[src/rtl/compacting_member_address_table_assert.svh]
// ----------------------------------------------------------------------------
// Assertion macros for the compacting member address table
// Property wrappers that fall away when SYNTH is defined.
// ----------------------------------------------------------------------------
`ifndef COMPACTING_MEMBER_ADDRESS_TABLE_ASSERT_SVH
`define COMPACTING_MEMBER_ADDRESS_TABLE_ASSERT_SVH
`ifndef SYNTH
// same-cycle implication
`define CMAT_ASSERT_IMP(lbl, clk, rst_n, ante, cons, msg) \
  lbl: assert property (@(posedge clk) disable iff (!rst_n) (ante) |-> (cons)) \
    else $error(msg);
// next-cycle implication
`define CMAT_ASSERT_NXT(lbl, clk, rst_n, ante, cons, msg) \
  lbl: assert property (@(posedge clk) disable iff (!rst_n) (ante) |=> (cons)) \
    else $error(msg);
`else
`define CMAT_ASSERT_IMP(lbl, clk, rst_n, ante, cons, msg)
`define CMAT_ASSERT_NXT(lbl, clk, rst_n, ante, cons, msg)
`endif
`endif

[src/rtl/cmat_pkg.sv]
// ----------------------------------------------------------------------------
// Compacting member address table package
// Payload types, operation and status codes, and the cell-to-cell link.
// ----------------------------------------------------------------------------
package cmat_pkg;

  localparam int SLOT_W     = 16;
  localparam int BYTE_W     = 8;
  localparam int SLOT_IDX_W = 3;
  localparam int COUNT_W    = 4;
  localparam int OP_W       = 2;
  localparam int STATUS_W   = 2;

  localparam logic [COUNT_W-1:0] COUNT_MAX = '1;

  // operation codes
  localparam logic [OP_W-1:0] OP_INSERT = 2'd0;
  localparam logic [OP_W-1:0] OP_REMOVE = 2'd1;
  localparam logic [OP_W-1:0] OP_WRITE  = 2'd2;
  localparam logic [OP_W-1:0] OP_READ   = 2'd3;

  // status codes
  localparam logic [STATUS_W-1:0] ST_DONE    = 2'd0;
  localparam logic [STATUS_W-1:0] ST_PRESENT = 2'd1;
  localparam logic [STATUS_W-1:0] ST_FULL    = 2'd2;
  localparam logic [STATUS_W-1:0] ST_ABSENT  = 2'd3;

  typedef struct packed {
    logic [OP_W-1:0]       operation;
    logic [BYTE_W-1:0]     address_high;
    logic [BYTE_W-1:0]     address_low;
    logic [SLOT_IDX_W-1:0] slot_index;
  } item_t;

  typedef struct packed {
    logic [BYTE_W-1:0]   read_high;
    logic [BYTE_W-1:0]   read_low;
    logic [COUNT_W-1:0]  member_count;
    logic [STATUS_W-1:0] status;
  } result_t;

  // command broadcast to every cell while an item is in flight
  typedef struct packed {
    logic [SLOT_W-1:0]     addr;
    logic [SLOT_IDX_W-1:0] idx;
  } cmd_t;

  // tokens handed from one cell to the next: the operation token and,
  // in the cycle after it, the member count token
  typedef struct packed {
    logic                op_vld;
    logic [OP_W-1:0]     op;
    logic                done;
    logic                shift;
    logic [STATUS_W-1:0] status;
    logic [SLOT_W-1:0]   data;
    logic                cnt_vld;
    logic                cnt_run;
    logic [COUNT_W-1:0]  cnt;
  } link_t;

endpackage

[src/rtl/cmat_stream_if.sv]
// ----------------------------------------------------------------------------
// Valid/ready stream interface
// One transfer per rising edge with valid and ready both high.
// ----------------------------------------------------------------------------
interface cmat_stream_if #(
  parameter type T = logic
);
  logic valid;
  logic ready;
  T     payload;

  modport source (output valid, output payload, input ready);
  modport sink   (input valid, input payload, output ready);
endinterface

[src/rtl/cmat_cell.sv]
// ----------------------------------------------------------------------------
// Member table cell
// Holds one slot, acts on the tokens passing through and hands them right.
// ----------------------------------------------------------------------------
module cmat_cell
  import cmat_pkg::*;
#(
  parameter int CELL_IDX = 0
) (
  input  logic              clk_i,
  input  logic              rst_ni,
  input  cmd_t              cmd_i,
  input  link_t             link_i,
  input  logic [SLOT_W-1:0] next_slot_i,
  output link_t             link_o,
  output logic [SLOT_W-1:0] slot_o
);

  // slot_index reaches this cell only when the cell number fits its width
  localparam bit                    IDX_REACH = (CELL_IDX < (1 << SLOT_IDX_W));
  localparam logic [SLOT_IDX_W-1:0] MY_IDX    = SLOT_IDX_W'(CELL_IDX);

  logic [SLOT_W-1:0] slot_q, slot_d;
  link_t             link_q, link_d;
  logic              idx_hit;
  logic              slot_empty;
  logic              slot_match;

  assign idx_hit    = IDX_REACH && (cmd_i.idx == MY_IDX);
  assign slot_empty = (slot_q == '0);
  assign slot_match = (slot_q == cmd_i.addr);

  // act on the tokens held by the left neighbor
  always_comb begin
    slot_d = slot_q;
    link_d = link_i;
    if (link_i.op_vld && !link_i.done) begin
      case (link_i.op)
        OP_INSERT: begin
          if (slot_empty) begin
            slot_d        = cmd_i.addr;
            link_d.done   = 1'b1;
            link_d.status = ST_DONE;
          end else if (slot_match) begin
            link_d.done   = 1'b1;
            link_d.status = ST_PRESENT;
          end
        end
        OP_REMOVE: begin
          // pull the right neighbor in from the first match onward
          if (link_i.shift || slot_match) begin
            slot_d       = next_slot_i;
            link_d.shift = 1'b1;
          end
        end
        OP_WRITE: begin
          if (idx_hit) begin
            slot_d = cmd_i.addr;
          end
        end
        OP_READ: begin
          if (idx_hit) begin
            link_d.data = slot_q;
          end
        end
        default: begin
          slot_d = slot_q;
        end
      endcase
    end
    // count leading members; stop at the first empty slot
    if (link_i.cnt_vld && link_i.cnt_run) begin
      if (slot_empty) begin
        link_d.cnt_run = 1'b0;
      end else if (link_i.cnt != COUNT_MAX) begin
        link_d.cnt = link_i.cnt + 1'b1;
      end
    end
  end

  always_ff @(posedge clk_i or negedge rst_ni) begin
    if (!rst_ni) begin
      slot_q <= '0;
      link_q <= '0;
    end else begin
      slot_q <= slot_d;
      link_q <= link_d;
    end
  end

  assign link_o = link_q;
  assign slot_o = slot_q;

endmodule

[src/rtl/compacting_member_address_table.sv]
// ----------------------------------------------------------------------------
// Compacting member address table
// The operation token walks the row of cells one slot per cycle, count token
// behind it; the result is collected and moved into the output register.
// A new item is accepted only after the last result reached that register.
// Reset: all slots cleared to zero (empty), no item in flight.
// ----------------------------------------------------------------------------
`include "compacting_member_address_table_assert.svh"

module compacting_member_address_table
  import cmat_pkg::*;
#(
  parameter int TABLE_DEPTH = 8
) (
  input  logic          clk_i,
  input  logic          rst_ni,
  cmat_stream_if.sink   item_i,
  cmat_stream_if.source result_o
);

  link_t             links [TABLE_DEPTH+1];
  logic [SLOT_W-1:0] slots [TABLE_DEPTH+1];
  link_t             inj_q, inj_d;
  link_t             exit_link;
  cmd_t              cmd_q;
  item_t             item;
  logic [SLOT_W-1:0] item_addr;
  logic              item_xfer;
  logic              busy_q;
  logic              pend_q;
  logic              out_vld_q;
  logic              move;
  result_t           res_q;
  result_t           out_q;
  logic [STATUS_W-1:0] exit_status;

  assign item      = item_i.payload;
  assign item_addr = {item.address_high, item.address_low};
  assign item_i.ready = !busy_q;
  assign item_xfer = item_i.valid && !busy_q;

  // inject the operation token, then the count token in the cycle after
  always_comb begin
    inj_d = '0;
    if (item_xfer) begin
      inj_d.op_vld = 1'b1;
      inj_d.op     = item.operation;
      inj_d.status = ST_DONE;
      if (item_addr == '0) begin
        if (item.operation == OP_INSERT) begin
          inj_d.done   = 1'b1;
          inj_d.status = ST_DONE;
        end else if (item.operation == OP_REMOVE) begin
          inj_d.done   = 1'b1;
          inj_d.status = ST_ABSENT;
        end
      end
    end
    if (inj_q.op_vld) begin
      inj_d.cnt_vld = 1'b1;
      inj_d.cnt_run = 1'b1;
      inj_d.cnt     = '0;
    end
  end

  always_ff @(posedge clk_i or negedge rst_ni) begin
    if (!rst_ni) begin
      inj_q <= '0;
    end else begin
      inj_q <= inj_d;
    end
  end

  // hold the command for the cells while the item is in flight
  always_ff @(posedge clk_i) begin
    if (item_xfer) begin
      cmd_q.addr <= item_addr;
      cmd_q.idx  <= item.slot_index;
    end
  end

  assign links[0]           = inj_q;
  assign slots[TABLE_DEPTH] = '0;

  // row of cells
  for (genvar i = 0; i < TABLE_DEPTH; i++) begin : g_cell
    cmat_cell #(
      .CELL_IDX(i)
    ) u_cell (
      .clk_i      (clk_i),
      .rst_ni     (rst_ni),
      .cmd_i      (cmd_q),
      .link_i     (links[i]),
      .next_slot_i(slots[i+1]),
      .link_o     (links[i+1]),
      .slot_o     (slots[i])
    );
  end

  assign exit_link = links[TABLE_DEPTH];

  // pass on a decided token's status, or resolve a token that left the row undecided
  always_comb begin
    if (exit_link.done) begin
      exit_status = exit_link.status;
    end else begin
      case (exit_link.op)
        OP_INSERT: exit_status = ST_FULL;
        OP_REMOVE: exit_status = exit_link.shift ? ST_DONE : ST_ABSENT;
        default:   exit_status = ST_DONE;
      endcase
    end
  end

  // collect the result from the tokens leaving the row
  always_ff @(posedge clk_i) begin
    if (exit_link.op_vld) begin
      res_q.read_high <= exit_link.data[SLOT_W-1:BYTE_W];
      res_q.read_low  <= exit_link.data[BYTE_W-1:0];
      res_q.status    <= exit_status;
    end
    if (exit_link.cnt_vld) begin
      res_q.member_count <= exit_link.cnt;
    end
  end

  assign move = pend_q && (!out_vld_q || result_o.ready);

  // advance the finished result into the output register
  always_ff @(posedge clk_i or negedge rst_ni) begin
    if (!rst_ni) begin
      busy_q    <= 1'b0;
      pend_q    <= 1'b0;
      out_vld_q <= 1'b0;
    end else begin
      if (item_xfer) begin
        busy_q <= 1'b1;
      end else if (move) begin
        busy_q <= 1'b0;
      end
      if (exit_link.cnt_vld) begin
        pend_q <= 1'b1;
      end else if (move) begin
        pend_q <= 1'b0;
      end
      if (move) begin
        out_vld_q <= 1'b1;
      end else if (result_o.ready) begin
        out_vld_q <= 1'b0;
      end
    end
  end

  always_ff @(posedge clk_i) begin
    if (move) begin
      out_q <= res_q;
    end
  end

  assign result_o.valid   = out_vld_q;
  assign result_o.payload = out_q;

  `CMAT_ASSERT_NXT(a_xfer_busy, clk_i, rst_ni, item_xfer, busy_q, "accepted item not in flight")
  `CMAT_ASSERT_IMP(a_exit_busy, clk_i, rst_ni, exit_link.op_vld, busy_q, "token left the row while idle")
  `CMAT_ASSERT_IMP(a_cnt_follows, clk_i, rst_ni, exit_link.cnt_vld, $past(exit_link.op_vld), "count token not one cycle behind")
  `CMAT_ASSERT_IMP(a_pend_busy, clk_i, rst_ni, pend_q, busy_q && !exit_link.op_vld, "pending result outside an item")

endmodule

[src/flat_wrapper.sv]
// flat-port wrapper written by rule: the top's interface ports become plain ports
module compacting_member_address_table_flat import cmat_pkg::*;
#(
  parameter int TABLE_DEPTH = 8
)
  (clk_i, rst_ni, item_i_valid, item_i_payload, item_i_ready, result_o_valid, result_o_payload, result_o_ready);
  cmat_stream_if #(.T(item_t)) item_i_i ();
  cmat_stream_if #(.T(result_t)) result_o_i ();
  input  logic clk_i;
  input  logic rst_ni;
  input wire logic [$bits(item_i_i.valid)-1:0] item_i_valid;
  input wire logic [$bits(item_i_i.payload)-1:0] item_i_payload;
  output wire logic [$bits(item_i_i.ready)-1:0] item_i_ready;
  output wire logic [$bits(result_o_i.valid)-1:0] result_o_valid;
  output wire logic [$bits(result_o_i.payload)-1:0] result_o_payload;
  input wire logic [$bits(result_o_i.ready)-1:0] result_o_ready;
  assign item_i_i.valid = item_i_valid;
  assign item_i_i.payload = item_i_payload;
  assign item_i_ready = item_i_i.ready;
  assign result_o_valid = result_o_i.valid;
  assign result_o_payload = result_o_i.payload;
  assign result_o_i.ready = result_o_ready;
  compacting_member_address_table #(.TABLE_DEPTH(TABLE_DEPTH)) u_core (.clk_i(clk_i), .rst_ni(rst_ni), .item_i(item_i_i), .result_o(result_o_i));
endmodule
[config.mk]
export PLATFORM = sky130hd
export DESIGN_NAME = compacting_member_address_table_flat
export DESIGN_NICKNAME = d
export VERILOG_FILES = /design/src/rtl/cmat_pkg.sv /design/src/rtl/cmat_stream_if.sv /design/src/rtl/cmat_cell.sv /design/src/rtl/compacting_member_address_table.sv /design/src/flat_wrapper.sv
export VERILOG_INCLUDE_DIRS = /design/src /design/src/rtl
export SDC_FILE = /design/constraint.sdc
export NUM_CORES = 1
export LEC_CHECK = 0
export BUFFER_PORTS_ARGS = -buffer_cell sky130_fd_sc_hd__buf_4
export CAP_MARGIN = 20
export CORE_MARGIN = 10
export CORE_UTILIZATION = 35
export CTS_BUF_LIST = sky130_fd_sc_hd__clkbuf_4
export DETAILED_ROUTE_END_ITERATION = 16
export MAX_ROUTING_LAYER = met4
export SETUP_SLACK_MARGIN = 0.1
export SLEW_MARGIN = 20
export SYNTH_ARGS = -nofsm -noshare
export SYNTH_HDL_FRONTEND = slang
export SYNTH_SLANG_ARGS = --single-unit
[constraint.sdc]
create_clock -name clk_i -period 2.6 [get_ports clk_i]
set_input_delay 0.13 -clock clk_i [delete_from_list [all_inputs] [get_ports clk_i]]
set_output_delay 0.13 -clock clk_i [all_outputs]
set_load 0.02 [all_outputs]
==> flow_metrics.py <==
metrics = {
    "synthesis": {
        "syn_avg_cell_area_um2": 13.9,
        "synth_edf_count": 63,
        "synth-seq-area-share_pct": 57.9,
        "syn-cell-area_um2": 18500,
        "synth.distinct_cells": 52,
        "synth_seq_cells": 416,
        "synthFlopType": "dfrtp_1",
        "syn_inst": 1329,
        "syn_nets": 1361,
        "ys_warn_count": 0,
        "synthArstFlopShare_pct": 84.9,
    },
    "routing": {
        "drtIter0Drc": 405,
        "viasPerCell": 4.69,
        "wl_per_cell_um": 17.2,
        "ant_nets": 0,
        "postRouteWirelength_mm": 40.0,
        "first_pass_iters": 4,
        "dr_total_vias": 10865,
        "drt_drc_violations_left": 0,
    },
    "critical_path": {
        "end_kind": "register",
        "cp.required_ns": 3.30,
        "startpoint_type": "register",
        "crit_buf_inv": 1,
        "critPathKind": "reg2reg",
        "arrival_ns": 3.08,
        "cp.depth": 6,
        "worstPathMaxFanout": 7,
        "crit_slowest_cell": "or4_1",
        "path_cells": "or4_1 -> o41ai_2 -> a22o_1 -> o311a_1 -> buf_4 -> mux2_2",
        "reg2reg_slack_ns": 0.22,
        "cpLargestDelayFamily": "compound AO/OA/AOI/OAI gates",
        "regToRegEndpoint": "u_core.g_cell[1].u_cell.slot_o[2]",
        "r2r_start": "u_core.g_cell[1].u_cell.slot_o[11]",
        "rr_worst_depth": 6,
        "max_stage_delay_ns": 0.61,
    },
    "timing": {
        "relSlewSlack_pct": 51.5,
        "setup_viol": 0,
        "post-route-period-util_pct": 91.6,
        "finalSetupTns_ns": 0,
        "grt_setup_unrepaired": "no",
        "max_freq_mhz": 420,
        "worstMarginPinSlew_ns": 0.727,
        "finalClockSkew_ns": 0.0623,
        "final_period_minus_worst_setup_slack_ns": 2.38,
        "finalHoldViolations": 0,
        "finalMaxSlewViolations": 0,
    },
    "clock_tree": {
        "clock_path_buffers": 3,
        "htree_levels": 3,
        "tritoncts": "done",
        "clk_latency_ns": 0.87,
        "clockRootBuffer": "clkbuf_4",
        "cts_made_buffers": 106,
        "clock_sinks": 416,
        "clkSlewWorstSetupHoldPaths_ns": 0.06,
    },
    "min_path": {
        "min_path_type": "in2reg",
        "min_to": "u_core.cmd_q[2]",
        "min_delay_path_depth": 2,
        "hold_start": "item_i_payload[2]",
    },
    "pwr": {
        "power.static_leakage_nw": 9.93,
        "switching_power_mw": 6.46,
        "swShare_pct": 32.2,
        "combPwrFrac_pct": 24.3,
        "vdd_drop_max_mv": 0.451,
        "pwr-share-clk_pct": 27.8,
        "power_mw": 20.1,
        "internal_power_mw": 13.6,
        "power.density_cell_area_nw_per_um2": 907,
        "power_frac_seq_pct": 47.9,
    },
    "global_routing": {
        "antenna_found_initial": 2,
        "grtUsageTotal_pct": 13.4,
        "grt_pass1_vias": 12099,
        "grt_pass1_wl_mm": 66.3,
        "grt_max_degree": 84,
        "grt_overflow_total": 0,
    },
    "floorplanning": {
        "boundaryPins": 49,
        "fp-row-count": 84,
        "dieArea_um2": 62500,
        "dieHeight_um": 250,
        "coreArea_um2": 52400,
        "die_w_um": 250,
        "initial_core_util_pct": 35.3,
    },
    "final_layout": {
        "fin_area_um2": 22100,
        "fin_nets": 1576,
        "layout_common_cells": "dfrtp_1, mux2_2, clkbuf_4",
        "final_common_cell": "dfrtp_1",
        "area_growth_pct": 19.5,
        "drive_above_1_share_pct": 41.7,
    },
    "place": {
        "dpl_cell_area_um2": 20200,
        "gp_congestion": 0.836,
        "dp_hpwl_mm": 28.0,
        "numPortBuffers": 48,
    },
    "job": {
        "cap_violations": 0,
    },
    "outcome": {
        "outcome": "finished, final reports clean",
    },
}
## state kept, by name, indices dropped and copies added, names as in the netlist
name / flops
u_core.g_cell.u_cell.slot_o: 128
u_core.res_q: 22
u_core.busy_q: 1
u_core.cmd_q: 19
u_core.result_o.payload: 22
u_core.result_o.valid: 1
u_core.inj_q: 6
u_core.pend_q: 1
u_core.g_cell.u_cell.link_o: 216
## worst register-to-register path: stages, from the launching register on
cell     delay, ns
dfrtp_1       0.43
or4_1         0.61
o41ai_2       0.35
a22o_1        0.17
o311a_1       0.20
buf_4         0.18
mux2_2        0.34
## Yosys cell counts, drive strengths merged (15+ instances only)
| master | count | area [um2] |
|---|---|---|
| mux2i | 16 | 160 |
| buf | 52 | 324 |
| nand4 | 38 | 238 |
| and2 | 23 | 144 |
| dfrtp | 353 | 8830 |
| clkbuf | 17 | 63.8 |
| nor4 | 43 | 297 |
| nand2 | 34 | 128 |
| nor2b | 19 | 119 |
| nand2b | 15 | 93.8 |
| nor2 | 19 | 71.3 |
| inv | 32 | 120 |
| xnor2 | 133 | 1160 |
| mux2 | 346 | 3930 |
| a21oi | 23 | 115 |
| edfxtp | 63 | 1890 |
## metal layers
metal  routed length [um]  global-route usage [%]
met5                    0                       -
met4                 1080                    5.42
met3                 1510                    3.18
met2                19300                    21.2
met1                18100                    16.3
## kinds of logic after synthesis
group	synth area share [%]
xor+xnor	6.38
simple gates	7.57
mux	22.1
compound gates	2.84
buf+inv	2.74
fa+ha+maj	0.473
flops	57.9
## metrics by stage
step | cells | hold WS (ns) | setup slack [ns] | utilization (%)
finish | 2318 | 0.0704 | 0.219 | 42.2
CTS | 2308 | 0.0126 | 0.106 | 42.0
global route | 2318 | -0.0106 | 0.0983 | 42.2
floorplan | 1329 | -0.166 | 0.335 | -
global placement | 2073 | 0.191 | -0.0124 | 38.5
detailed placement | 2073 | 0.198 | 0.0382 | 38.5
## worst max path at each step
stage                                  startpoint                                 end
5_1_grt        u_core.g_cell[1].u_cell.slot_o[11]   u_core.g_cell[1].u_cell.slot_o[2]
4_1_cts         u_core.g_cell[1].u_cell.slot_o[9]   u_core.g_cell[1].u_cell.link_o[0]
6_report       u_core.g_cell[1].u_cell.slot_o[11]   u_core.g_cell[1].u_cell.slot_o[2]
3_3_place_gp                      u_core.cmd_q[4]   u_core.g_cell[1].u_cell.slot_o[9]
2_1_floorplan   u_core.g_cell[1].u_cell.slot_o[8]  u_core.g_cell[1].u_cell.slot_o[10]
3_5_place_dp                      u_core.cmd_q[4]  u_core.g_cell[1].u_cell.slot_o[14]
## power by group through the flow
| stage | Combinational (mW) | Clock, mW | Sequential [mW] |
|---|---|---|---|
| 5_1_grt | 5.33 | 6.17 | 9.83 |
| 3_5_place_dp | 4.77 | 0 | 9.74 |
| 3_3_place_gp | 4.68 | 0 | 9.69 |
| 6_report | 4.87 | 5.58 | 9.62 |
| 4_1_cts | 4.85 | 5.80 | 9.64 |
| 2_1_floorplan | 3.38 | 0 | 9.23 |
## cell type report
type                       instances  area (um2)
timing repair buffer             176        1740
clock buffer                     162        1220
tap                              688         861
antenna                            5        12.5
clock inverter                    27         150
sequential                       416       10700
fill                            4848       30300
multi-input combinational        812        7320
inverter                          32         120
## what timing repair did
action,in CTS,in global routing
endpoints found under the setup margin,15,47
gates resized for setup,1,3
buffers inserted,0,5
endpoints found under the hold margin,383,0
hold buffers,46,0
No activity file was read; power rests on OpenSTA's default activity.
